**src/rtl/fdsf_pkg.sv**
```systemverilog
// Package for the frame damage span finder: sizes, register map, shared types.
// No dependencies; used by every module of the block except fdsf_ram.
`default_nettype none

package fdsf_pkg;

    localparam int MAX_WIDTH   = 1024;
    localparam int MAX_HEIGHT  = 1024;
    localparam int RESET_WIDTH  = 800;
    localparam int RESET_HEIGHT = 600;

    localparam int CFG_W    = 11;
    localparam int APB_AW   = 3;
    localparam int APB_DW   = 32;
    localparam int PIXEL_W  = 32;
    localparam int FIELD_W  = 10;
    localparam int TOTAL_W  = 21;
    localparam int OUT_DW   = 56;

    localparam int COL_W    = $clog2(MAX_WIDTH + 1);
    localparam int ROW_W    = $clog2(MAX_HEIGHT + 1);
    localparam int DEPTH    = MAX_WIDTH * MAX_HEIGHT;
    localparam int ADDR_W   = $clog2(DEPTH);

    localparam logic [TOTAL_W-1:0] TOTAL_MAX = {TOTAL_W{1'b1}};

    typedef enum logic [0:0]
    {
        REG_FRAME_WIDTH  = 1'b0,
        REG_FRAME_HEIGHT = 1'b1
    } reg_index_t;

    typedef struct packed
    {
        logic [COL_W-1:0] width;
        logic [ROW_W-1:0] height;
    } dims_t;

    typedef struct packed
    {
        logic [COL_W-1:0] col;
        logic [ROW_W-1:0] row;
        logic             full;
        logic             frame_start;
        logic             row_end;
        logic             last_row;
    } px_info_t;

endpackage

`default_nettype wire

```
**src/rtl/fdsf_raster.sv**
```systemverilog
// Raster position tracking, shadow-valid and full-frame flags, shadow address.
// Depends on fdsf_pkg.
`default_nettype none

module fdsf_raster (
    input  wire logic                          clk,
    input  wire logic                          rst_n,
    input  wire logic                          restart,
    input  wire fdsf_pkg::dims_t               dims,
    input  wire logic                          pixel_accept,
    input  wire logic                          inval_accept,
    output fdsf_pkg::px_info_t                 info,
    output logic      [fdsf_pkg::ADDR_W-1:0]   addr
);

    logic [fdsf_pkg::COL_W-1:0] col_reg, col_next;
    logic [fdsf_pkg::ROW_W-1:0] row_reg, row_next;
    logic                       valid_reg, valid_next;
    logic                       full_reg, full_next;
    logic [fdsf_pkg::COL_W-1:0] col_inc;
    logic [fdsf_pkg::ROW_W-1:0] row_inc;

    assign col_inc = col_reg + fdsf_pkg::COL_W'(1);
    assign row_inc = row_reg + fdsf_pkg::ROW_W'(1);

    always_comb
    begin
        info.col         = col_reg;
        info.row         = row_reg;
        info.frame_start = (col_reg == '0) && (row_reg == '0);
        info.full        = info.frame_start ? !valid_reg : full_reg;
        info.row_end     = (col_inc == dims.width);
        info.last_row    = (row_inc >= dims.height);
    end

    assign addr = fdsf_pkg::ADDR_W'(row_reg) * fdsf_pkg::ADDR_W'(fdsf_pkg::MAX_WIDTH)
                + fdsf_pkg::ADDR_W'(col_reg);

    always_comb
    begin
        col_next   = col_reg;
        row_next   = row_reg;
        valid_next = valid_reg;
        full_next  = full_reg;
        if (restart)
        begin
            col_next   = '0;
            row_next   = '0;
            valid_next = 1'b0;
            full_next  = 1'b0;
        end
        else if (inval_accept)
        begin
            valid_next = 1'b0;
        end
        else if (pixel_accept)
        begin
            full_next = info.full;
            if (info.frame_start)
                valid_next = 1'b1;
            if (info.row_end)
            begin
                col_next = '0;
                if (info.last_row)
                begin
                    row_next  = '0;
                    full_next = 1'b0;
                end
                else
                begin
                    row_next = row_inc;
                end
            end
            else
            begin
                col_next = col_inc;
            end
        end
    end

    always_ff @(posedge clk or negedge rst_n)
    begin
        if (!rst_n)
        begin
            col_reg   <= '0;
            row_reg   <= '0;
            valid_reg <= 1'b0;
            full_reg  <= 1'b0;
        end
        else
        begin
            col_reg   <= col_next;
            row_reg   <= row_next;
            valid_reg <= valid_next;
            full_reg  <= full_next;
        end
    end

endmodule

`default_nettype wire

```
**config.mk**
```make
export PLATFORM = sky130hd
export DESIGN_NAME = fdsf_raster
export DESIGN_NICKNAME = d
export VERILOG_FILES = /design/src/rtl/fdsf_pkg.sv /design/src/rtl/fdsf_raster.sv
export SDC_FILE = /design/constraint.sdc
export NUM_CORES = 1
export LEC_CHECK = 0
export BUFFER_PORTS_ARGS = -buffer_cell sky130_fd_sc_hd__buf_4
export CORE_AREA = 3 3 74 76
export DETAILED_ROUTE_END_ITERATION = 6
export DIE_AREA = 0 0 77 79
export PLACE_DENSITY = 0.79
export SYNTH_ARGS = -nofsm -noshare
export SYNTH_HDL_FRONTEND = slang
export SYNTH_SLANG_ARGS = --single-unit
export TNS_END_PERCENT = 30
```
**constraint.sdc**
```tcl
create_clock -name clk -period 3.8 [get_ports clk]
set_input_delay 1.14 -clock clk [delete_from_list [all_inputs] [get_ports clk]]
set_output_delay 1.14 -clock clk [all_outputs]
set_load 0.03 [all_outputs]
```
==> flow_summary.ini <==
[floorplan]
initial_core_util_pct = 53.49
die_height_um = 79
pin_count = 73
die_width_um = 77
dieArea_sq_mm = 0.006083
coreArea_sq_mm = 0.004786
row_count = 25

[synthesis]
synth_edf_count = 0
ys_ff_latch = 24
yosys_warnings = 0
synth-main-ff-cell = dfrtp_1
synth_nets = 356
syn_inst = 312
synthDistinctLibCells = 50
async_flop_share_pct = 100.0
syn_area_sq_mm = 0.002560
ys_seq_area_share_pct = 23.46
avgSynthCellArea_sq_um = 8.205

[grt]
antenna_found_initial = 0
grt_overflow = 0
grt_pass1_wl_um = 10760
grt_pass1_vias = 2252
grt_use_total_pct = 21.46
grt_max_degree = 53

[detailed_routing]
drt-vias-per-instance = 5.672
first_iter_violations = 130
drt-wirelength-per-cell_um = 15.32
routed_wl_um = 6725
dr_total_vias = 2490
drc = 0
drtAntennaViolNets = 0
first_pass_iters = 4

[placed_design]
post-place-ws_ps = 5.072
postPlaceCellArea_sq_mm = 0.003087
place_congestion = 0.8575
dp_hpwl_um = 5066
numPortBuffers = 72

[timing]
drv_slew = 0
finalHoldViolCount = 0
max_freq_mhz = 265.5
min_period_over_period_pct = 99.10
setup_viol = 0
skew_ps = 5.763
timing.final.ws_setup_ps = 34.21
fin_crit_ps = 3766
hold_slack_ps = 527.8
maxSlewHeadroom_pct = 56.65
worst_slew_pin_slew_ps = 650.3

[finish]
multi_input_area_sq_mm = 0.001717
syn_to_final_growth_pct = 25.12
fin_area_sq_mm = 0.003203
fin_nets = 418
drive_above_1_share_pct = 29.30
utilization_pct = 66.93
ff_latch_area_sq_um = 603.1
num_antenna_cells = 0
fill_cells = 406

[clock_tree]
htreeDepth = 1
cts_tree = yes
clk_latency_ps = 270
cts_buffer_depth = 2
clock-root-buffer = clkbuf_8
cts_sinks = 24
path_clk_slew_ps = 80
cts-buffers-inserted = 3

[worst_setup_path]
endpoint = info[0]
crit_fanout = 2
critPathKind = in2out
rrSetupSlack_ps = 610
cp.required_ps = 2660
rr_endpoint = row_reg[2]
worstPathArrival_ps = 2630
crit_path_end_kind = output pin
timing.rr.start = row_reg[3]
crit_start = dims[0]
r2r_cells = 15
cp-start-kind = input pin

[power]
p_total_uw = 586.3
power.density_mw_per_mm2 = 183.0
peakVddDrop_mv = 0.2557
p_leak_uw = 0.001507

[run]
drv_cap = 0

[run_status]
status = finished, final reports clean

[worst_hold_path]
hold_class = reg2reg
-- kinds of logic after synthesis --
kind of cell	Yosys count	share of synthesized area, %
AO/OA/AOI/OAI	54	14.71
XOR/XNOR	31	10.61
adder cells (fa/ha/maj)	17	8.309
buffers and inverters	53	10.41
flip-flops	24	23.46
multiplexers	7	2.737
AND/OR/NAND/NOR	126	29.77
-- synth_stat cells (2+ instances only) --
cell type / n / share of area (%)
a31oi_1: 2 / 0.49
inv_1: 19 / 2.8
nor2_1: 20 / 2.9
ha_1: 17 / 8.3
nand3_2: 2 / 0.78
o21ai_0: 17 / 3.3
nand2b_1: 15 / 3.7
nor4_1: 10 / 2.4
and4_1: 2 / 0.68
o2111ai_1: 2 / 0.68
nor3b_1: 3 / 0.88
mux2i_1: 7 / 2.7
buf_2: 6 / 1.2
dfrtp_1: 24 / 23
nand4_1: 4 / 0.98
clkbuf_1: 14 / 2.1
xor2_1: 16 / 5.5
a21oi_1: 8 / 1.6
o32ai_1: 5 / 1.7
xnor2_1: 15 / 5.1
o31ai_1: 5 / 1.5
buf_4: 12 / 3.5
or4_1: 5 / 1.5
o211ai_1: 2 / 0.59
and3b_1: 4 / 1.4
a211oi_1: 5 / 1.5
nor3_1: 4 / 0.78
nand2_1: 15 / 2.2
buf_6: 2 / 0.88
nor2b_1: 3 / 0.73
nand3b_1: 11 / 3.2
nor4b_1: 6 / 2.1
nand3_1: 13 / 2.5
-- final cells by class --
| type | instances | share of cell area, % |
|---|---|---|
| Timing Repair Buffer | 91 | 21.45 |
| Tap cell | 67 | 2.617 |
| Sequential cell | 24 | 18.83 |
| Multi-Input combinational cell | 235 | 53.59 |
| Clock buffer | 3 | 1.289 |
| Inverter | 19 | 2.227 |
-- worst max-delay path, stage by stage --
cell	delay, ps
buf_4	110
ha_1	270
nand2b_1	150
a211o_1	300
o2111ai_2	80
a41oi_2	160
nor2b_2	180
inv_1	90
buf_6	140
-- routing by layer --
layer | wire, um | vias up | track usage (%)
met3 | 444 | 7 | 2.948
met4 | 58 | 0 | 3.203
li1 | - | 1227 | -
met1 | 2916 | 1178 | 29.71
met5 | 0 | - | 0
met2 | 3305 | 78 | 36.50
-- worst min path at each step --
stage / from / to / slack, ps / depth (start not counted)
after floorplan: full_reg / full_reg / 500 / 2
after global placement: full_reg / full_reg / 520 / 2
after detailed placement: full_reg / full_reg / 520 / 2
after CTS: full_reg / full_reg / 530 / 2
after global routing: full_reg / full_reg / 560 / 2
final: full_reg / full_reg / 530 / 2
-- power breakdown --
part	internal [uW]	total [uW]	switching [uW]	leakage, uW
logic	68.7	161	92.7	0.00116
registers	261	272	11.8	0.000329
clock network	71.1	153	81.5	0.0000216
-- cells in the final DEF (no fill, tap or decap), types with 3 or more instances in the layout --
| cell | n |
|---|---|
| inv_1 | 19 |
| o21ai_0 | 16 |
| nand2_1 | 15 |
| nor3b_1 | 3 |
| or4_1 | 5 |
| and3b_1 | 4 |
| xnor2_1 | 15 |
| o32ai_1 | 5 |
| a211oi_1 | 5 |
| dfrtp_1 | 22 |
| a21oi_1 | 8 |
| nand3b_1 | 11 |
| nor3_1 | 4 |
| nor2_1 | 20 |
| buf_4 | 90 |
| nand3_2 | 3 |
| clkbuf_8 | 3 |
| nor4b_1 | 6 |
| o31ai_1 | 5 |
| nand2b_1 | 15 |
| nor4_1 | 10 |
| xor2_1 | 16 |
| mux2i_1 | 7 |
| nand3_1 | 12 |
| ha_1 | 16 |
| nand4_1 | 4 |
-- what timing repair did --
item / 4_1_cts / 5_1_grt
setup buffers: 1 / 5
endpoints found under the setup margin: 1 / 1
pin swaps: 1 / 1
resized for setup: 1 / 8
hold buffers: 0 / 0
-- metrics by stage --
stage	setup TNS, ps	instances
after floorplan	0	312
after global placement	0	430
after detailed placement	0	430
after CTS	0	434
after global routing	-42.26	439
final	0	439
(Power assumes the default switching activity.)
