File: config.mk
export PLATFORM = sky130hd
export DESIGN_NAME = fdsf_cfg
export DESIGN_NICKNAME = d
export VERILOG_FILES = /design/src/rtl/fdsf_pkg.sv /design/src/rtl/fdsf_cfg.sv
export SDC_FILE = /design/constraint.sdc
export NUM_CORES = 1
export LEC_CHECK = 0
export BUFFER_PORTS_ARGS = -buffer_cell sky130_fd_sc_hd__buf_2
export CORE_MARGIN = 3
export CORE_UTILIZATION = 39
export CTS_BUF_LIST = sky130_fd_sc_hd__clkbuf_4 sky130_fd_sc_hd__clkbuf_8
export CTS_CLUSTER_SIZE = 20
export DETAILED_ROUTE_END_ITERATION = 6
export MAX_ROUTING_LAYER = met4
export PLACE_DENSITY = 0.79
export SYNTH_ARGS = -nofsm -noshare
export SYNTH_HDL_FRONTEND = slang
export SYNTH_SLANG_ARGS = --single-unit
File: constraint.sdc
create_clock -name clk -period 1.1 [get_ports clk]
set_clock_uncertainty 0.15 [all_clocks]
set_input_delay 0.055 -clock clk [delete_from_list [all_inputs] [get_ports clk]]
set_output_delay 0.055 -clock clk [all_outputs]
set_load 0.03 [all_outputs]
File: src/rtl/fdsf_pkg.sv
// Package for the frame damage span finder: sizes, register map, shared types.
// No dependencies; used by every module of the block except fdsf_ram.
`default_nettype none

package fdsf_pkg;

    localparam int MAX_WIDTH   = 1024;
    localparam int MAX_HEIGHT  = 1024;
    localparam int RESET_WIDTH  = 800;
    localparam int RESET_HEIGHT = 600;

    localparam int CFG_W    = 11;
    localparam int APB_AW   = 3;
    localparam int APB_DW   = 32;
    localparam int PIXEL_W  = 32;
    localparam int FIELD_W  = 10;
    localparam int TOTAL_W  = 21;
    localparam int OUT_DW   = 56;

    localparam int COL_W    = $clog2(MAX_WIDTH + 1);
    localparam int ROW_W    = $clog2(MAX_HEIGHT + 1);
    localparam int DEPTH    = MAX_WIDTH * MAX_HEIGHT;
    localparam int ADDR_W   = $clog2(DEPTH);

    localparam logic [TOTAL_W-1:0] TOTAL_MAX = {TOTAL_W{1'b1}};

    typedef enum logic [0:0]
    {
        REG_FRAME_WIDTH  = 1'b0,
        REG_FRAME_HEIGHT = 1'b1
    } reg_index_t;

    typedef struct packed
    {
        logic [COL_W-1:0] width;
        logic [ROW_W-1:0] height;
    } dims_t;

    typedef struct packed
    {
        logic [COL_W-1:0] col;
        logic [ROW_W-1:0] row;
        logic             full;
        logic             frame_start;
        logic             row_end;
        logic             last_row;
    } px_info_t;

endpackage

`default_nettype wire

File: src/rtl/fdsf_cfg.sv
// APB register file for frame width and height, with clamping to the maxima.
// Depends on fdsf_pkg.
`default_nettype none

module fdsf_cfg (
    input  wire logic                          clk,
    input  wire logic                          rst_n,
    input  wire logic                          psel,
    input  wire logic                          penable,
    input  wire logic                          pwrite,
    input  wire logic [fdsf_pkg::APB_AW-1:0]   paddr,
    input  wire logic [fdsf_pkg::APB_DW-1:0]   pwdata,
    output logic      [fdsf_pkg::APB_DW-1:0]   prdata,
    output logic                               pready,
    output fdsf_pkg::dims_t                    dims,
    output logic                               restart
);

    logic [fdsf_pkg::CFG_W-1:0] width_reg;
    logic [fdsf_pkg::CFG_W-1:0] height_reg;
    fdsf_pkg::reg_index_t       index;

    assign index   = fdsf_pkg::reg_index_t'(paddr[2]);
    assign restart = psel & penable & pwrite;
    assign pready  = 1'b1;

    always_ff @(posedge clk or negedge rst_n)
    begin
        if (!rst_n)
        begin
            width_reg  <= fdsf_pkg::CFG_W'(fdsf_pkg::RESET_WIDTH);
            height_reg <= fdsf_pkg::CFG_W'(fdsf_pkg::RESET_HEIGHT);
        end
        else if (restart)
        begin
            unique case (index)
                fdsf_pkg::REG_FRAME_WIDTH:  width_reg  <= pwdata[fdsf_pkg::CFG_W-1:0];
                fdsf_pkg::REG_FRAME_HEIGHT: height_reg <= pwdata[fdsf_pkg::CFG_W-1:0];
                default: ;
            endcase
        end
    end

    always_comb
    begin
        unique case (index)
            fdsf_pkg::REG_FRAME_WIDTH:
                prdata = fdsf_pkg::APB_DW'(width_reg);
            fdsf_pkg::REG_FRAME_HEIGHT:
                prdata = fdsf_pkg::APB_DW'(height_reg);
            default:
                prdata = '0;
        endcase
    end

    // zero acts as one, anything above the maximum as the maximum
    always_comb
    begin
        if (width_reg == '0)
            dims.width = fdsf_pkg::COL_W'(1);
        else if (32'(width_reg) > 32'(fdsf_pkg::MAX_WIDTH))
            dims.width = fdsf_pkg::COL_W'(fdsf_pkg::MAX_WIDTH);
        else
            dims.width = fdsf_pkg::COL_W'(width_reg);

        if (height_reg == '0)
            dims.height = fdsf_pkg::ROW_W'(1);
        else if (32'(height_reg) > 32'(fdsf_pkg::MAX_HEIGHT))
            dims.height = fdsf_pkg::ROW_W'(fdsf_pkg::MAX_HEIGHT);
        else
            dims.height = fdsf_pkg::ROW_W'(height_reg);
    end

endmodule

`default_nettype wire

==> results of run 1 <==
[synth_stat cells]
library cell / n / area [µm²]
buf_4: 22 / 165
mux2_2: 12 / 135
buf_2: 1 / 5.00
nand4b_4: 1 / 23.8
inv_1: 2 / 7.51
and3_1: 1 / 6.26
mux2_4: 20 / 300
dfstp_2: 7 / 184
nor2b_1: 18 / 113
buf_6: 2 / 22.5
conb_1: 2 / 7.51
o21ai_0: 1 / 5.00
nand4_2: 1 / 12.5
nor4_1: 4 / 25.0
dfrtp_1: 15 / 375
clkbuf_1: 4 / 15.0
nor2_1: 2 / 7.51
a32o_1: 2 / 20.0
nand2_1: 1 / 3.75
[per-layer routing]
layer | up-vias | share of wire, % | GRT usage [%]
met1 | 607 | 43 | 27.3
met5 | - | 0 | -
met2 | 78 | 48 | 37.3
li1 | 536 | - | -
met3 | 11 | 6.7 | 3.88
met4 | 0 | 2.2 | 5.33
[worst paths after layout]
path	cells past startpoint	from	slack [ns]	to
max	3	height_reg[4]$_DFFE_PN1P_	-0.48	dims[0]
min	2	rst_n	0.14	width_reg[2]$_DFFE_PN0P_
max reg2reg	3	width_reg[10]$_DFFE_PN0P_	-0.13	width_reg[10]$_DFFE_PN0P_
min reg2reg	1	width_reg[0]$_DFFE_PN0P_	0.43	width_reg[0]$_DFFE_PN0P_
max in group asynchronous	2	rst_n	0.28	width_reg[10]$_DFFE_PN0P_
min in group clk	4	penable	0.19	width_reg[2]$_DFFE_PN0P_
[through the flow]
step	instances	util, %
floorplan	138	-
global placement	230	55.0
detailed placement	230	55.0
CTS	248	69.1
global route	254	74.6
finish	254	74.6
[worst reg2reg max path: cells and delay by family, from the launching register on]
family	cells	cell delay (ns)
muxes	1	0.25
buffers and inverters	2	0.26
DFF	1	0.46
[what timing repair did]
item                                   in CTS  in global routing
pin swaps                                   5                  2
gates cloned                                0                  0
setup buffers                               2                  6
hold buffers                               12                  0
gates resized for setup                    88                 36
setup endpoints to repair                  35                 36
endpoints found under the hold margin      44                  0
[logic make-up after synthesis]
group,Yosys count,synth area share (%)
DFF,22,39.0
and+or+nand+nor,28,13.4
other,2,0.524
muxes,32,30.4
buffers and inverters,31,15.0
AOI/OAI and AO/OA,3,1.74
[power groups by stage]
stage / Clock (mW) / Combinational [mW] / Sequential [mW]
after floorplan: 0 / 1.48 / 1.17
after global placement: 0 / 2.05 / 1.16
after detailed placement: 0 / 2.07 / 1.18
after CTS: 0.581 / 2.62 / 1.22
after global routing: 0.657 / 3.18 / 1.28
final: 0.620 / 3.06 / 1.27
[cell type report]
cell class | instances | area (µm²)
Clock buffer | 4 | 55.1
Fill cell | 197 | 876
Inverter | 2 | 7.51
Multi-Input combinational cell | 85 | 940
Sequential cell | 22 | 562
Tap cell | 46 | 57.6
Timing Repair Buffer | 95 | 945
==> results.cfg, run 1 <==
[timing]
finalSetupTns_ns = -10.67
fin_crit_ns = 1.58
timing.fmax_ghz = 0.632
rsz0062_at_grt = yes
relSlewSlack_pct = 64.8
hold_viol_final = 0
hold_ws_ns = 0.143
slew_violations = 0
setup_viol = 39
min_period_over_period_pct = 144
layout_setup_ws_ns = -0.482
tightest_slew_ns = 0.527

[grt]
grt_max_degree = 23
grt_overflow_total = 0
antenna_found_initial = 0
grt_pass1_wl_mm = 6.95
grt_usage_pct = 22.0
grt_pass1_vias = 1274

[yosys]
seq_area_frac_synth_pct = 39.0
synth_seq_cells = 22
ys_warn_count = 0
synth_area_um2 = 1430
syn_inst = 118
syn_avg_cell_area_um2 = 12.2
ys_types = 19

[critical_path]
crit_family = flip-flops
slowest_delay_ns = 0.40
critPathLaunchType = register
crit_arrival_ns = 1.38
cp_num_buf_inv = 1
crit_chain = nor4_2 -> a32o_2 -> buf_6
critical_path.max_fanout = 2
crit_type = reg2out
crit_path_end_kind = output port
crit_required_ns = 0.89
cpMaxStageDelayCell = dfstp_2

[finish]
area_growth_pct = 79.0
final_cell_mix = buf_6 (53), mux2_4 (28), conb_1 (22)
final_common_cell = buf_6
n_antenna_cell = 0
final_layout_size_suffix_gt1_share_pct = 74.0
final_nets = 249
finalInstanceArea_um2 = 2570

[power_and_ir_drop]
seqPwrFrac_pct = 25.6
vdd_drop_max_mv = 0.708
total_leakage_power_nw = 1.33
p_switching_mw = 1.99
p_per_area_nw_per_um2 = 1930
combPwrFrac_pct = 61.8
p_total_mw = 4.94
pwr-share-clk_pct = 12.6
internal_power_mw = 2.95
swShare_pct = 40.2

[clock_tree]
cts_tree = done
cts-root-buf = clkbuf_8
cts_max_level = 1
clockBufferDepth = 2
clock_latency_ns = 0.27
clk_pin_slew_ns = 0.09
clock-sinks = 22
cts_buffers = 3

[placed_design]
port-buffer-count = 50
globalplace.congestion = 0.788
hpwl_mm = 2.55
pre_cts_ws_ns = -0.251
placed_area_um2 = 1890

[die]
dieWidth_um = 66.6
die_y_um = 66.6
rows = 21
start_util_pct = 41.7
dieArea_um2 = 4440
coreArea_um2 = 3440
num_io_pins = 96

[detailed_routing]
vias_per_cell = 4.85
ant_nets = 0
wl_mm = 5.16
first_pass_iters = 4
drc = 0
drt_iter0_markers = 57
vias = 1232
wl_per_cell_um = 20.3

[outcome]
violations = negative setup slack
status = finished with violations

[hold_path]
hold_path.class = in2async

[flow_run]
cap_violations = 0
Power figures use the tool's default switching activity.
==> inputs of run 2 (changes only) <==
Settings changed: CORE_UTILIZATION 39 to 46, PLACE_DENSITY 0.79 to 0.87.
Clock period 1.1 ns to 1.88 ns, I/O delays scaled along.
==> results.cfg, run 2 (synthesis gave the netlist of run 1 again) <==
[placed_design]
port-buffer-count = 50
hpwl_mm = 2.22
globalplace.congestion = 0.767
placedCellCount = 191

[finish]
final_nets = 217
final_cells = 207
utilization_pct = 61.3
final_common_cell = buf_2
final_layout_size_suffix_gt1_share_pct = 54.5
final_cell_mix = buf_2 (50), conb_1 (22), mux2_4 (20)
area_growth_pct = 21.9
n_antenna_cell = 0
num-fill-cells = 232

[detailed_routing]
ant_nets = 0
vias_per_cell = 4.89
drt_iter0_markers = 19
first_pass_iters = 4
vias = 1013
wl_mm = 3.05
drc = 0
wl_per_cell_um = 14.7

[critical_path]
critical_path.max_fanout = 4
critPathLaunchType = register
crit_family = flip-flops
crit_chain = nor4_1 -> a32o_1 -> buf_2
crit_path_end_kind = output port
crit_required_ns = 1.64
crit_arrival_ns = 1.47
slowest_delay_ns = 0.40
cpMaxStageDelayCell = dfstp_2
cp_num_buf_inv = 1
crit_type = reg2out

[timing]
rsz0062_at_grt = no
slew_violations = 0
min_period_over_period_pct = 91.2
setup_viol = 0
hold_viol_final = 0
tightest_slew_ns = 0.542
relSlewSlack_pct = 63.8
finalSetupTns_ns = 0
timing.fmax_ghz = 0.583
fin_crit_ns = 1.71

[power_and_ir_drop]
p_per_area_nw_per_um2 = 1100
vdd_drop_max_mv = 0.674
total_leakage_power_nw = 0.947
p_total_mw = 1.92

[grt]
grt_overflow_total = 0
grt_pass1_wl_mm = 4.86
grt_pass1_vias = 996
grt_max_degree = 23
grt_usage_pct = 17.8
antenna_found_initial = 0

[die]
num_io_pins = 96
rows = 19
die_y_um = 61.8
start_util_pct = 50.3
dieWidth_um = 61.8
dieArea_um2 = 3820
coreArea_um2 = 2850

[clock_tree]
clock_latency_ns = 0.29
cts_buffers = 3
clockBufferDepth = 2
clk_pin_slew_ns = 0.13
cts_max_level = 1
cts-root-buf = clkbuf_4
cts_tree = done
clock-sinks = 22

[flow_run]
cap_violations = 0

[hold_path]
hold_path.class = in2async

[outcome]
status = complete, no violations
==> run 2: cell types whose count changed in the layout (fill, tap and decap cells not counted), moves of 4 or more <==
cell / delta
buf_2: +33
buf_4: -8
buf_6: -53
clkbuf_4: +4
clkbuf_8: -4
mux2_2: +8
mux2_4: -8
nor2b_1: +16
nor2b_4: -16
nor4_1: +4
==> run 2: final timing paths <==
kind                                           startpoint                        end  slack [ns]  depth (start not counted)
worst max register to register  width_reg[10]$_DFFE_PN0P_  width_reg[10]$_DFFE_PN0P_        0.75                          1
max in group asynchronous                           rst_n   width_reg[8]$_DFFE_PN1P_        1.10                          2
worst max-delay path             width_reg[8]$_DFFE_PN1P_                   dims[11]        0.17                          3
worst min-delay path                                rst_n   width_reg[1]$_DFFE_PN0P_        0.12                          2
min in group clk                                  penable  width_reg[10]$_DFFE_PN0P_        0.22                          3
worst min register to register  height_reg[0]$_DFFE_PN0P_  height_reg[0]$_DFFE_PN0P_        0.42                          1
==> run 2: layout make-up <==
cell class                      instances  area [µm²]  area share (%)
Clock buffer                            4        30.0            1.72
Inverter                                2        7.51           0.429
Multi-Input combinational cell         85         734            42.0
Sequential cell                        22         559            32.0
Tap cell                               31        38.8            2.22
Timing Repair Buffer                   63         378            21.6
==> run 2: what timing repair did <==
action                                 4_1_cts  5_1_grt
gates resized for setup                      0        0
hold buffers                                12        0
buffers inserted                             0        0
endpoints found under the hold margin       44        0
==> run 2: power by group <==
part	switching, mW	leakage (nW)	internal, mW
Combinational	0.584	0.676	0.377
Clock	0.137	0.0184	0.0969
Sequential	0.126	0.254	0.603
Total	0.847	0.947	1.08
==> run 2: routing by layer <==
metal	track usage [%]	vias up	wire [µm]
met1	23.7	479	1280
met5	-	-	0
met4	3.94	0	6
li1	-	472	-
met2	29.1	60	1510
met3	2.27	2	254
==> run 2: per-stage QoR <==
stage / instance area (µm²) / hold slack, ns / setup slack [ns]
2_1_floorplan: 1510 / -0.352 / 0.535
3_3_place_gp: 1600 / -0.0883 / 0.283
3_5_place_dp: 1600 / -0.0786 / 0.249
4_1_cts: 1750 / 0.131 / 0.168
5_1_grt: 1750 / 0.139 / 0.0377
6_report: 1750 / 0.123 / 0.166
