[config.mk]
export PLATFORM = sky130hd
export DESIGN_NAME = fdsf_span
export DESIGN_NICKNAME = d
export VERILOG_FILES = /design/src/rtl/fdsf_pkg.sv /design/src/rtl/fdsf_span.sv
export SDC_FILE = /design/constraint.sdc
export NUM_CORES = 1
export LEC_CHECK = 0
export BUFFER_PORTS_ARGS = -buffer_cell sky130_fd_sc_hd__buf_2
export CAP_MARGIN = 5
export CORE_UTILIZATION = 55
export CTS_CLUSTER_SIZE = 20
export DETAILED_ROUTE_END_ITERATION = 8
export GPL_ROUTABILITY_DRIVEN = 0
export PLACE_DENSITY = 0.8
export SLEW_MARGIN = 20
export SYNTH_ARGS = -nofsm -noshare
export SYNTH_HDL_FRONTEND = slang
export SYNTH_SLANG_ARGS = --single-unit
[constraint.sdc]
create_clock -name clk -period 11.55 [get_ports clk]
set_input_delay 1.155 -clock clk [delete_from_list [all_inputs] [get_ports clk]]
set_output_delay 1.155 -clock clk [all_outputs]
set_load 0.05 [all_outputs]
[src/rtl/fdsf_pkg.sv]
// Package for the frame damage span finder: sizes, register map, shared types.
// No dependencies; used by every module of the block except fdsf_ram.
`default_nettype none

package fdsf_pkg;

    localparam int MAX_WIDTH   = 1024;
    localparam int MAX_HEIGHT  = 1024;
    localparam int RESET_WIDTH  = 800;
    localparam int RESET_HEIGHT = 600;

    localparam int CFG_W    = 11;
    localparam int APB_AW   = 3;
    localparam int APB_DW   = 32;
    localparam int PIXEL_W  = 32;
    localparam int FIELD_W  = 10;
    localparam int TOTAL_W  = 21;
    localparam int OUT_DW   = 56;

    localparam int COL_W    = $clog2(MAX_WIDTH + 1);
    localparam int ROW_W    = $clog2(MAX_HEIGHT + 1);
    localparam int DEPTH    = MAX_WIDTH * MAX_HEIGHT;
    localparam int ADDR_W   = $clog2(DEPTH);

    localparam logic [TOTAL_W-1:0] TOTAL_MAX = {TOTAL_W{1'b1}};

    typedef enum logic [0:0]
    {
        REG_FRAME_WIDTH  = 1'b0,
        REG_FRAME_HEIGHT = 1'b1
    } reg_index_t;

    typedef struct packed
    {
        logic [COL_W-1:0] width;
        logic [ROW_W-1:0] height;
    } dims_t;

    typedef struct packed
    {
        logic [COL_W-1:0] col;
        logic [ROW_W-1:0] row;
        logic             full;
        logic             frame_start;
        logic             row_end;
        logic             last_row;
    } px_info_t;

endpackage

`default_nettype wire

[src/rtl/fdsf_span.sv]
// Compare stage: shadow diff, per-row span tracking, pixel total, output word.
// Depends on fdsf_pkg.
`default_nettype none

module fdsf_span (
    input  wire logic                           clk,
    input  wire logic                           rst_n,
    input  wire logic                           restart,
    input  wire logic                           load,
    input  wire fdsf_pkg::px_info_t             info,
    input  wire logic [fdsf_pkg::PIXEL_W-1:0]   pixel,
    input  wire logic [fdsf_pkg::PIXEL_W-1:0]   shadow,
    output logic                                ready,
    output logic                                m_tvalid,
    input  wire logic                           m_tready,
    output logic      [fdsf_pkg::OUT_DW-1:0]    m_tdata,   // row, start, end, pixels
    output logic                                m_tuser,   // span_present
    output logic                                m_tlast    // frame_done
);

    localparam int SUM_W = fdsf_pkg::TOTAL_W + 1;

    fdsf_pkg::px_info_t           info_reg;
    logic [fdsf_pkg::PIXEL_W-1:0] pixel_reg;
    logic                         s1_valid_reg;
    logic [fdsf_pkg::COL_W-1:0]   first_reg, last_reg;
    logic                         dirty_reg;
    logic [fdsf_pkg::TOTAL_W-1:0] total_reg;

    logic                         out_valid_reg;
    logic [fdsf_pkg::FIELD_W-1:0] row_out_reg, start_out_reg, end_out_reg;
    logic                         present_out_reg, done_out_reg;
    logic [fdsf_pkg::TOTAL_W-1:0] pixels_out_reg;

    logic                         differs, dirty_now, has_res, fire;
    logic [fdsf_pkg::COL_W-1:0]   first_now, last_now, span;
    logic [fdsf_pkg::TOTAL_W-1:0] base, total_now;
    logic [SUM_W-1:0]             sum;

    always_comb
    begin
        differs   = info_reg.full || (shadow != pixel_reg);
        dirty_now = dirty_reg || differs;
        first_now = dirty_reg ? first_reg : info_reg.col;
        last_now  = differs ? info_reg.col : last_reg;
        span      = last_now - first_now + fdsf_pkg::COL_W'(1);
        base      = info_reg.frame_start ? '0 : total_reg;
        sum       = SUM_W'(base) + SUM_W'(span);
        if (info_reg.row_end && dirty_now)
            total_now = (sum > SUM_W'(fdsf_pkg::TOTAL_MAX)) ? fdsf_pkg::TOTAL_MAX
                                                            : sum[fdsf_pkg::TOTAL_W-1:0];
        else
            total_now = base;
        has_res = info_reg.row_end && (dirty_now || info_reg.last_row);
        ready   = !(s1_valid_reg && has_res && out_valid_reg && !m_tready);
        fire    = s1_valid_reg && ready;
    end

    always_ff @(posedge clk)
    begin
        if (load)
        begin
            info_reg  <= info;
            pixel_reg <= pixel;
        end
        if (fire && has_res)
        begin
            row_out_reg     <= info_reg.row[fdsf_pkg::FIELD_W-1:0];
            start_out_reg   <= dirty_now ? first_now[fdsf_pkg::FIELD_W-1:0] : '0;
            end_out_reg     <= dirty_now ? last_now[fdsf_pkg::FIELD_W-1:0] : '0;
            present_out_reg <= dirty_now;
            done_out_reg    <= info_reg.last_row;
            pixels_out_reg  <= info_reg.last_row ? total_now : '0;
        end
    end

    always_ff @(posedge clk or negedge rst_n)
    begin
        if (!rst_n)
        begin
            s1_valid_reg  <= 1'b0;
            first_reg     <= '0;
            last_reg      <= '0;
            dirty_reg     <= 1'b0;
            total_reg     <= '0;
            out_valid_reg <= 1'b0;
        end
        else
        begin
            if (restart)
            begin
                s1_valid_reg <= 1'b0;
                first_reg    <= '0;
                last_reg     <= '0;
                dirty_reg    <= 1'b0;
                total_reg    <= '0;
            end
            else
            begin
                if (load)
                    s1_valid_reg <= 1'b1;
                else if (fire)
                    s1_valid_reg <= 1'b0;
                if (fire)
                begin
                    total_reg <= total_now;
                    if (info_reg.row_end)
                    begin
                        first_reg <= '0;
                        last_reg  <= '0;
                        dirty_reg <= 1'b0;
                    end
                    else
                    begin
                        first_reg <= first_now;
                        last_reg  <= last_now;
                        dirty_reg <= dirty_now;
                    end
                end
            end
            if (fire && has_res)
                out_valid_reg <= 1'b1;
            else if (m_tready)
                out_valid_reg <= 1'b0;
        end
    end

    assign m_tvalid = out_valid_reg;
    assign m_tdata  = {5'b0, pixels_out_reg, end_out_reg, start_out_reg, row_out_reg};
    assign m_tuser  = present_out_reg;
    assign m_tlast  = done_out_reg;

endmodule

`default_nettype wire

==> results of run 1 <==
[final cells by class]
class / count / area (µm²)
fill: 974 / 4300
inverter: 28 / 105
clock inverter: 15 / 165
sequential: 156 / 4450
multi-input combinational: 422 / 2910
tap: 176 / 220
clock buffer: 17 / 425
timing repair buffer: 151 / 766
[worst register-to-register path, stage by stage, from the launching register on]
cell and delay, ns:
edfxtp_1 0.38, xor2_1 0.17, nor4_1 0.40, nand4_1 0.18
or3_4 0.42, or3_1 0.75, mux2i_1 0.39, inv_1 0.09
ha_1 0.33, ha_1 0.31, a21o_1 0.18, a21oi_1 0.20
nor2b_1 0.07, nor2_1 0.09, nor2_1 0.06, o41ai_1 0.45
o21ai_0 0.24, xnor2_1 0.29, ha_1 0.34, and4_1 0.26
a221oi_2 0.59, nor2_1 0.13, or2_2 0.41, o22ai_1 0.21
nor2_1 0.07
[stage by stage]
stage	worst slack (ns)	cells	hold slack [ns]	util (%)	area, µm²
2_1_floorplan	4.67	634	0.400	-	7600
3_3_place_gp	3.73	933	0.400	63.3	8450
3_5_place_dp	3.66	933	0.405	63.3	8450
4_1_cts	3.93	965	0.422	67.7	9040
5_1_grt	3.48	965	0.434	67.8	9050
6_report	3.87	965	0.420	67.8	9050
[how the worst min path moves through the flow]
stage / startpoint / endpoint / slack (ns) / cells after the start
2_1_floorplan: info_reg[4] / row_out_reg[0] / 0.40 / 0
3_3_place_gp: info_reg[9] / row_out_reg[5] / 0.40 / 0
3_5_place_dp: info_reg[11] / row_out_reg[7] / 0.41 / 0
4_1_cts: info_reg[11] / row_out_reg[7] / 0.42 / 0
5_1_grt: info_reg[9] / row_out_reg[5] / 0.43 / 0
6_report: info_reg[9] / row_out_reg[5] / 0.42 / 0
[where the power goes]
part	switching, mW	internal, mW	leakage (nW)
clock network	0.245	0.308	0.292
logic	0.161	0.0952	1.84
registers	0.0184	0.636	1.67
[cell families after synthesis]
| family | Yosys count | share of synthesized area (%) |
|---|---|---|
| flops | 156 | 58.8 |
| fa+ha+maj | 28 | 4.82 |
| simple gates | 185 | 12.1 |
| buf+inv | 56 | 3.25 |
| compound gates | 131 | 12.0 |
| xor+xnor | 50 | 5.78 |
| mux | 23 | 3.25 |
| other cells | 1 | 0.0495 |
[synth_stat cells (all sizes together), types with 8 or more instances]
master,instances,share of area [%]
o21ai,42,2.8
ha,26,4.3
nor4,9,0.74
xor2,29,3.4
clkbuf,16,0.79
buf,12,1.1
a21oi,22,1.5
dfrtp,46,15
mux2i,23,3.3
inv,28,1.4
nor2b,22,1.8
nor3,12,0.86
a22o,11,1.3
edfxtp,110,44
nor2,54,2.7
nand3,8,0.53
xnor2,21,2.4
nand2,45,2.2
o31ai,8,0.79
[routing by layer]
layer,track usage (%),wire length [µm],vias to the layer above
li1,-,-,2598
met1,28.9,6610,2689
met2,43.2,8580,238
met3,7.52,1120,49
met4,13.5,470,0
met5,0,0,-
[placed cells by master (no fill, tap or decap), types with 9 or more instances in the layout]
cell type / n
buf_2: 147
ha_1: 26
nor2_1: 52
edfxtp_1: 110
clkbuf_16: 17
xnor2_1: 21
a22o_1: 11
inv_1: 28
nor3_1: 11
dfrtp_1: 46
nand2_1: 45
nor2b_1: 22
o21ai_0: 38
xor2_1: 29
nor4_1: 9
a21oi_1: 21
mux2i_1: 21
==> impl_results.md, run 1 <==
* Outcome: finished, final reports clean
* Ys Warns at 0
* First-pass GRT wire length at between 20,000 and 30,000 µm
* CTS Hold Bufs at 0
* Worst Max-Slew Pin Slew at between 0.9 and 1 ns
* Fmax at between 100 and 150 MHz
* Final worst clock skew at 0.00614 ns
* TritonCTS clock tree: yes
* Initial antenna violation count at 0
* Die Height at around 120 µm
* Peak VDD IR at between 0.15 and 0.2 mV
* Final #Nets at ~900
* Clock Tree Root: clkbuf_16
* Crit Path Class: input pin to register
* Tcrit/Tclk final at around 66%
* Cell variety after synth at 62
* Vias post-DR at roughly 5,600
* Sum Neg Setup Slack at 0 ns
* Max Cap Viol at 0
* Pre-antenna DRT Iters at 5
* Crit. Startpoint: shadow[12]
* Ant diodes at 0
* Rel. slew slack at between 30% and 40%
* Crit path DAT at between 7 and 8 ns
* FF-to-FF path depth at 24
* Tmin final at roughly 7.7 ns
* DIE WIDTH at between 100 and 150 µm
* Post-Syn Area at between 7000 and 8000 µm²
* Number of flops mapped to enable cells by yosys at 110
* Final hold violations at 0
* Clock-pin slew on the worst setup and hold paths at 0.07 ns
* Grt ovf at 0
* Final WL at 16,800 µm
* PwrDens at ~160 nW/µm²
* CORE AREA at 13,300 µm²
* CP endpoint kind: register
* Layout cell share with drive strength beyond 1 at between 20% and 30%
* Worst R2R Setup Slack at between 4 and 5 ns
* Worst-Skew Late Latency at ~0.43 ns
* Number of global-route vias before repair at between 5,000 and 6,000
* Longest Clk Path Bufs at 2
* GR Util All Layers at 25.4%
* Std-Cell Rows at 42
* Worst path max stage delay at 0.75 ns
* Synth Area per Inst at approximately 12 µm²
* Clock H-tree levels at 4
* Required time of the critical path at 11.72 ns
* Detailed placer's ending HPWL at roughly 12,000 µm
* FFs w/ async S/R, synth at around 29%
* RSZ-0062 raised after global routing: no
* Remaining DRCs at 0
* DRT iter0 DRCs at between 400 and 500
* Total power at roughly 1.5 mW
* Post-CTS Setup Inserts at 0
* Die area at 14,300 µm²
* Cell family with most CP delay: simple AND/OR/NAND/NOR gates
* PostCTS Resize Cnt at 0
* IO buf count at 148
* Initial core utilization at between 50 and 60%
* Worst path depth at 25
* Wirelength per Cell at 17.4 µm
* RR Startpoint: pixel_reg[12]
* Largest net degree at the start of global routing at 59
* Synth Flop Type: edfxtp_1
* Min-Delay Path Class: register to register
* Slowest CP cell: or3_1
* Most frequent CP cell: nor2_1
* CTS buffer count at 17
* I/O pin count at ~160
* Leak Pwr at 3.80 nW
* Gate Count Post-Synth at 630
* #FFs+latches synth at 156
* Max FFs per register at 32
* Worst setup path end: pixels_out_reg[0]
* Max Slew Vio Count at 0
* Final Setup Violations at 0
* Startpoint Class: input pin
* Routed Antenna Nets at 0
* Synth-to-layout area growth at 19.3%
* Crit-path max FO at 14
* Seq/Total Area, Yosys at slightly below 60%
* Worst r2r dst: pixels_out_reg[0]
* Via density at slightly below 6
* CP bufs+invs at 2
* Clock sink count at approximately 160
No activity file was read; power rests on OpenSTA's default activity.
==> run 2: changes to the inputs <==
==> constraint.sdc (replaced) <==
create_clock -name clk -period 7.9 [get_ports clk]
set_input_delay 0.79 -clock clk [delete_from_list [all_inputs] [get_ports clk]]
set_output_delay 0.79 -clock clk [all_outputs]
set_load 0.05 [all_outputs]
==> impl_results.md, run 2 (same netlist as run 1, synthesis figures left out) <==
* Outcome: finished, final reports clean
* Startpoint Class: input pin
* FF-to-FF path depth at 23
* Clock-pin slew on the worst setup and hold paths at ~0.060 ns
* Leak Pwr at around 3.8 nW
* Layout cell share with drive strength beyond 1 at between 20% and 30%
* Crit-path max FO at 9
* Worst R2R Setup Slack at about 0.83 ns
* Tmin final at between 7 and 8 ns
* Most frequent CP cell: nor2_1
* Fill count at around 970
* Remaining DRCs at 0
* CORE AREA at between 10,000 and 15,000 µm²
* Number of global-route vias before repair at approximately 5,800
* Grt ovf at 0
* PwrDens at around 230 nW/µm²
* Die Height at 119 µm
* Longest Clk Path Bufs at 2
* Worst-path cell chain: buf_2 -> xor2_1 -> nor4_1 -> nand4_1 -> or3_4 -> or3_1 -> buf_4 -> mux2i_1 -> xnor2_1 -> ha_1 -> a21oi_1 -> nor2b_1 -> nor2_1 -> nor2_1 -> o41ai_1 -> o21ai_0 -> xnor2_1 -> ha_1 -> and4_1 -> a221oi_2 -> nor2_1 -> or2_2 -> nor2_1 -> nor3_1
* Most frequent cells in the layout: 147 x buf_2, 110 x edfxtp_1, 52 x nor2_1
* Area of the multi-input gates at 2910 µm²
* GR Util All Layers at 25.3%
* Initial core utilization at a little under three fifths
* Max Cap Viol at 0
* Required time of the critical path at around 8.1 ns
* Initial antenna violation count at 0
* Worst-Skew Late Latency at about 0.43 ns
* Final worst clock skew at between 0.01 and 0.015 ns
* Routed Antenna Nets at 0
* Crit Path Class: input pin to register
* Wirelength per Cell at between 15 and 20 µm
* FF/Latch Area at 4450 µm²
* Vias post-DR at roughly 5,600
* Final Setup Violations at 0
* I/O pin count at ~160
* Sum Neg Setup Slack at 0 ns
* Min-Delay Path Class: input pin to asynchronous set/reset pin
* CP endpoint kind: register
* PostCTS Resize Cnt at 0
* Via density at approximately 5.8
* Detailed placer's ending HPWL at 11,900 µm
* Largest net degree at the start of global routing at between 50 and 60
* Synth-to-layout area growth at 19.3%
* Placed cells at 934
* Total power at 2.12 mW
* Clock H-tree levels at 4
* Final #Nets at 900
* TritonCTS clock tree: yes
* Crit path DAT at 7.28 ns
* Worst Max-Slew Pin Slew at between 1 and 1.5 ns
* Worst path max stage delay at between 0.6 and 0.7 ns
* Final hold violations at 0
* RSZ-0062 raised after global routing: no
* Die area at roughly 14,000 µm²
* Tcrit/Tclk final at 90.1%
* Rel. slew slack at between 30% and 40%
* Std-Cell Rows at 42
* Ant diodes at 0
* Final WL at ~17,000 µm
* Max FFs per register at 32
* Fmax at roughly 140 MHz
* CTS Hold Bufs at 0
* First-pass GRT wire length at roughly 27,000 µm
* CTS buffer count at 17
* Peak VDD IR at between 0.15 and 0.2 mV
* Pre-antenna DRT Iters at 5
* Slowest CP cell: or3_1
* Finished Layout Cells at 966
* DRT iter0 DRCs at 512
* IO buf count at ~150
* Post-CTS Setup Inserts at 0
* RR Startpoint: pixel_reg[30]
* Most common cell after layout, fill and taps aside: buf_2
* Clock sink count at 156
* Worst r2r dst: pixels_out_reg[8]
* Clock Tree Root: clkbuf_16
* Max Slew Vio Count at 0
* DIE WIDTH at 119 µm
## run 2: cell count changes in the layout (fill, tap and decap cells not counted)
cell,delta
buf_4,+1
bufinv_16,-1
clkbuf_8,+1
clkinv_1,-1
clkinv_4,+1
clkinvlp_4,+2
inv_6,-4
inv_8,+2
## run 2: final cells by class
type / instances / share of cell area, %
sequential: 156 / 49.2
clock inverter: 14 / 1.58
timing repair buffer: 152 / 8.55
clock buffer: 18 / 4.85
tap: 176 / 2.43
multi-input combinational: 422 / 32.2
inverter: 28 / 1.16
## run 2: worst max-delay path: cells and delay by family
kind,cells,cell delay (ns)
AOI/OAI and AO/OA,4,1.46
xor gates and xnor gates,3,0.57
adders and majority gates,2,0.69
buffers and inverters,2,0.39
muxes,1,0.38
and+or+nand+nor,12,2.96
## run 2: worst max-delay path by stage
stage	cells after the start	end	slack (ns)	startpoint
after floorplan	27	pixels_out_reg[0]	1.39	shadow[11]
final	24	pixels_out_reg[8]	0.78	shadow[30]
after detailed placement	25	pixels_out_reg[4]	0.47	shadow[30]
after global placement	25	pixels_out_reg[0]	0.66	shadow[22]
after CTS	25	pixels_out_reg[4]	0.90	shadow[30]
after global routing	24	pixels_out_reg[6]	0.36	shadow[30]
## run 2: per-stage QoR
step	utilization [%]	cell area (µm²)	worst slack (ns)	hold slack, ns
finish	67.8	9050	0.781	0.363
global placement	63.4	8460	0.658	0.400
floorplan	-	7600	1.39	0.400
detailed placement	63.4	8460	0.466	0.406
CTS	67.7	9040	0.904	0.422
global route	67.8	9050	0.363	0.424
## run 2: power breakdown
part / leakage, nW / switching [mW] / total, mW / internal, mW
clock network: 0.282 / 0.361 / 0.790 / 0.429
logic: 1.84 / 0.236 / 0.375 / 0.139
registers: 1.67 / 0.0277 / 0.958 / 0.930
total: 3.80 / 0.625 / 2.12 / 1.50
## run 2: per-layer routing
layer,up-vias,GRT usage [%],share of wire [%]
li1,2597,-,-
met1,2711,28.5,39
met2,251,44.2,51
met3,53,6.27,6.8
met4,0,13.4,3.2
met5,-,0,0
==> run 3: changes to the inputs <==
--- a/config.mk
+++ b/config.mk
@@ -5,13 +5,16 @@
 export SDC_FILE = /design/constraint.sdc
 export NUM_CORES = 1
 export LEC_CHECK = 0
+export ABC_AREA = 1
 export BUFFER_PORTS_ARGS = -buffer_cell sky130_fd_sc_hd__buf_2
 export CAP_MARGIN = 5
+export CORE_MARGIN = 1
 export CORE_UTILIZATION = 55
+export CTS_CLUSTER_DIAMETER = 80
 export CTS_CLUSTER_SIZE = 20
 export DETAILED_ROUTE_END_ITERATION = 8
 export GPL_ROUTABILITY_DRIVEN = 0
-export PLACE_DENSITY = 0.8
+export PLACE_DENSITY = 0.79
 export SLEW_MARGIN = 20
 export SYNTH_ARGS = -nofsm -noshare
 export SYNTH_HDL_FRONTEND = slang
==> impl_results.md, run 3 <==
* PostCTS Resize Cnt at 0
* Clock H-tree levels at 4
* Final hold violations at 0
* Worst-Skew Late Latency at 0.43 ns
* Fmax at around 170 MHz
* Die Height at 126 µm
* Total power at between 2 and 2.5 mW
* Final Setup Violations at 0
* Vias post-DR at ~6,900
* Dpl ws at around 1.7 ns
* Pre-antenna DRT Iters at 5
* Fill count at ~1,200
* Most frequent cells in the layout: 287 x nand2_1, 150 x inv_1, 147 x buf_2
* Most common cell after layout, fill and taps aside: nand2_1
* Synth area leaders: edfxtp_1 39%, dfrtp_1 14%, nand2_1 13%
* Switch Pwr at approximately 0.66 mW
* Worst r2r dst: pixels_out_reg[3]
* Number of global-route vias before repair at around 6,700
* Clock Power Share at about two fifths
* Initial antenna violation count at 0
* Std-Cell Rows at 44
* Post-synth top area cell: edfxtp_1
* Pint at about 1.6 mW
* DIE WIDTH at approximately 130 µm
* Cell variety after synth at 42
* Crit path DAT at 5.95 ns
* Post-Syn Area at roughly 8400 µm²
* FF-to-FF path depth at 32
* Grt ovf at 0
* CORE AREA at 14,800 µm²
* First-pass GRT wire length at around 31,000 µm
* Crit Path Class: input pin to register
* Hold_ws at 0.383 ns
* Worst R2R Setup Slack at between 2 and 2.5 ns
* RR Startpoint: pixel_reg[20]
* IO buf count at between 100 and 150
* Initial core utilization at between 50% and 60%
* Synth Flop Type: edfxtp_1
* I/O pin count at 155
* GR Util All Layers at between 20% and 30%
* Ant diodes at 0
* Seq/Total Area, Yosys at about 53%
* Tmin final at roughly 5.8 ns
* Clock sink count at between 150 and 200
* Most frequent CP cell: nor2_1
* Worst path max stage delay at around 0.38 ns
* Via density at a little over 5
* Layout cell share with drive strength beyond 1 at 19.2%
* Placed cells at roughly 1,300
* Switching share of total power at 29.2%
* Final worst clock skew at approximately 0.013 ns
* Clock Tree Root: clkbuf_16
* Final WL at roughly 19,000 µm
* Post-CTS Setup Inserts at 0
* Worst Max-Slew Pin Slew at between 0.9 and 1 ns
* Detailed placer's ending HPWL at between 10,000 and 15,000 µm
* CTS Hold Bufs at 0
* Wirelength per Cell at 14.1 µm
* DRT iter0 DRCs at around 540
* Finished Layout Cells at 1,330
* Ys Warns at 0
* #FFs+latches synth at between 150 and 200
* Startpoint Class: input pin
* CP endpoint kind: register
* Combinational share of power at 19.7%
* Top cells by count, synth: 287 x nand2_1, 150 x inv_1, 110 x edfxtp_1, 101 x nor2_1, 86 x nand3_1
* Leak Pwr at 4.91 nW
* FFs w/ async S/R, synth at 29.5%
* Number of flops mapped to enable cells by yosys at 110
* CP bufs+invs at 3
* RSZ-0062 raised after global routing: no
* Longest Clk Path Bufs at 2
* Max Slew Vio Count at 0
* TritonCTS clock tree: yes
* FF/Latch Area at 4450 µm²
* PwrDens at approximately 230 nW/µm²
* Synth Area per Inst at 8.51 µm²
* Final #Nets at 1,256
* Max FFs per register at 32
* Clock-pin slew on the worst setup and hold paths at 0.06 ns
* Slack of the critical path at 2.09 ns
* Remaining DRCs at 0
* Min-Delay Path Class: input pin to asynchronous set/reset pin
* CTS buffer count at 17
* Max Cap Viol at 0
* Tcrit/Tclk final at 73.6%
* Crit-path max FO at 22
* Gate Count Post-Synth at 992
* Reg power frac at about 42%
* Top-count cell post-synth: nand2_1
* Slowest CP cell: ha_1
* Outcome: finished, final reports clean
* Rel. slew slack at 38.3%
* Synth-to-layout area growth at 17.2%
* Sum Neg Setup Slack at 0 ns
* Required time of the critical path at 8.04 ns
* Routed Antenna Nets at 0
* Largest net degree at the start of global routing at 59
* Peak VDD IR at between 0.15 and 0.2 mV
* Cell family with most CP delay: simple AND/OR/NAND/NOR gates
* Die area at 15,800 µm²
* Area share of the largest cell type after synthesis at about two fifths
* Area of the multi-input gates at 3220 µm²
## run 3: worst register-to-register path, delay by kind of cell (launching register included)
family	cells	cell delay, ns
DFF	1	0.39
adders and majority gates	3	0.92
buffers and inverters	2	0.18
and+or+nand+nor	20	2.45
AOI/OAI and AO/OA	7	1.51
## run 3: cells by family after synthesis
logic type               share of synthesized area [%]
AND/OR/NAND/NOR                                   26.4
buffers and inverters                             9.35
flip-flops                                        52.8
AO/OA/AOI/OAI                                     4.67
adder cells (fa/ha/maj)                           4.33
XOR/XNOR                                          2.39
other                                           0.0444
## run 3: per-layer routing
layer / vias to the layer above / track usage [%] / wire, µm
li1: 3434 / - / -
met1: 3093 / 32.1 / 7960
met2: 296 / 42.2 / 8790
met3: 35 / 5.78 / 1580
met4: 0 / 10.6 / 418
met5: - / 0 / 0
## run 3: power by group through the flow
stage | clock [mW] | combinational (mW) | sequential, mW
after floorplan | 0 | 0.291 | 1.00
after global placement | 0 | 0.431 | 0.969
after detailed placement | 0 | 0.441 | 0.971
after CTS | 0.871 | 0.445 | 0.954
after global routing | 0.903 | 0.503 | 0.959
final | 0.861 | 0.445 | 0.954
## run 3: area by class of cell
type | count | area share [%]
multi-input combinational | 651 | 32.6
clock inverter | 14 | 1.85
inverter | 155 | 5.93
tap | 184 | 2.33
sequential | 156 | 45.0
clock buffer | 18 | 4.44
timing repair buffer | 152 | 7.82
## run 3: worst max path at each step
stage                from  slack, ns                 end  depth (start not counted)
5_1_grt        shadow[20]       1.55   pixels_out_reg[3]                         33
3_5_place_dp   shadow[17]       1.73   pixels_out_reg[3]                         34
4_1_cts        shadow[20]       2.11   pixels_out_reg[3]                         33
6_report       shadow[20]       2.09   pixels_out_reg[3]                         33
2_1_floorplan  shadow[31]       2.82  pixels_out_reg[18]                         38
3_3_place_gp   shadow[20]       1.81  pixels_out_reg[17]                         37
## run 3: stage by stage
stage | area (µm²) | utilization (%)
2_1_floorplan | 8450 | -
3_3_place_gp | 9270 | 62.8
3_5_place_dp | 9270 | 62.8
4_1_cts | 9890 | 67.0
5_1_grt | 9890 | 67.0
6_report | 9890 | 67.0
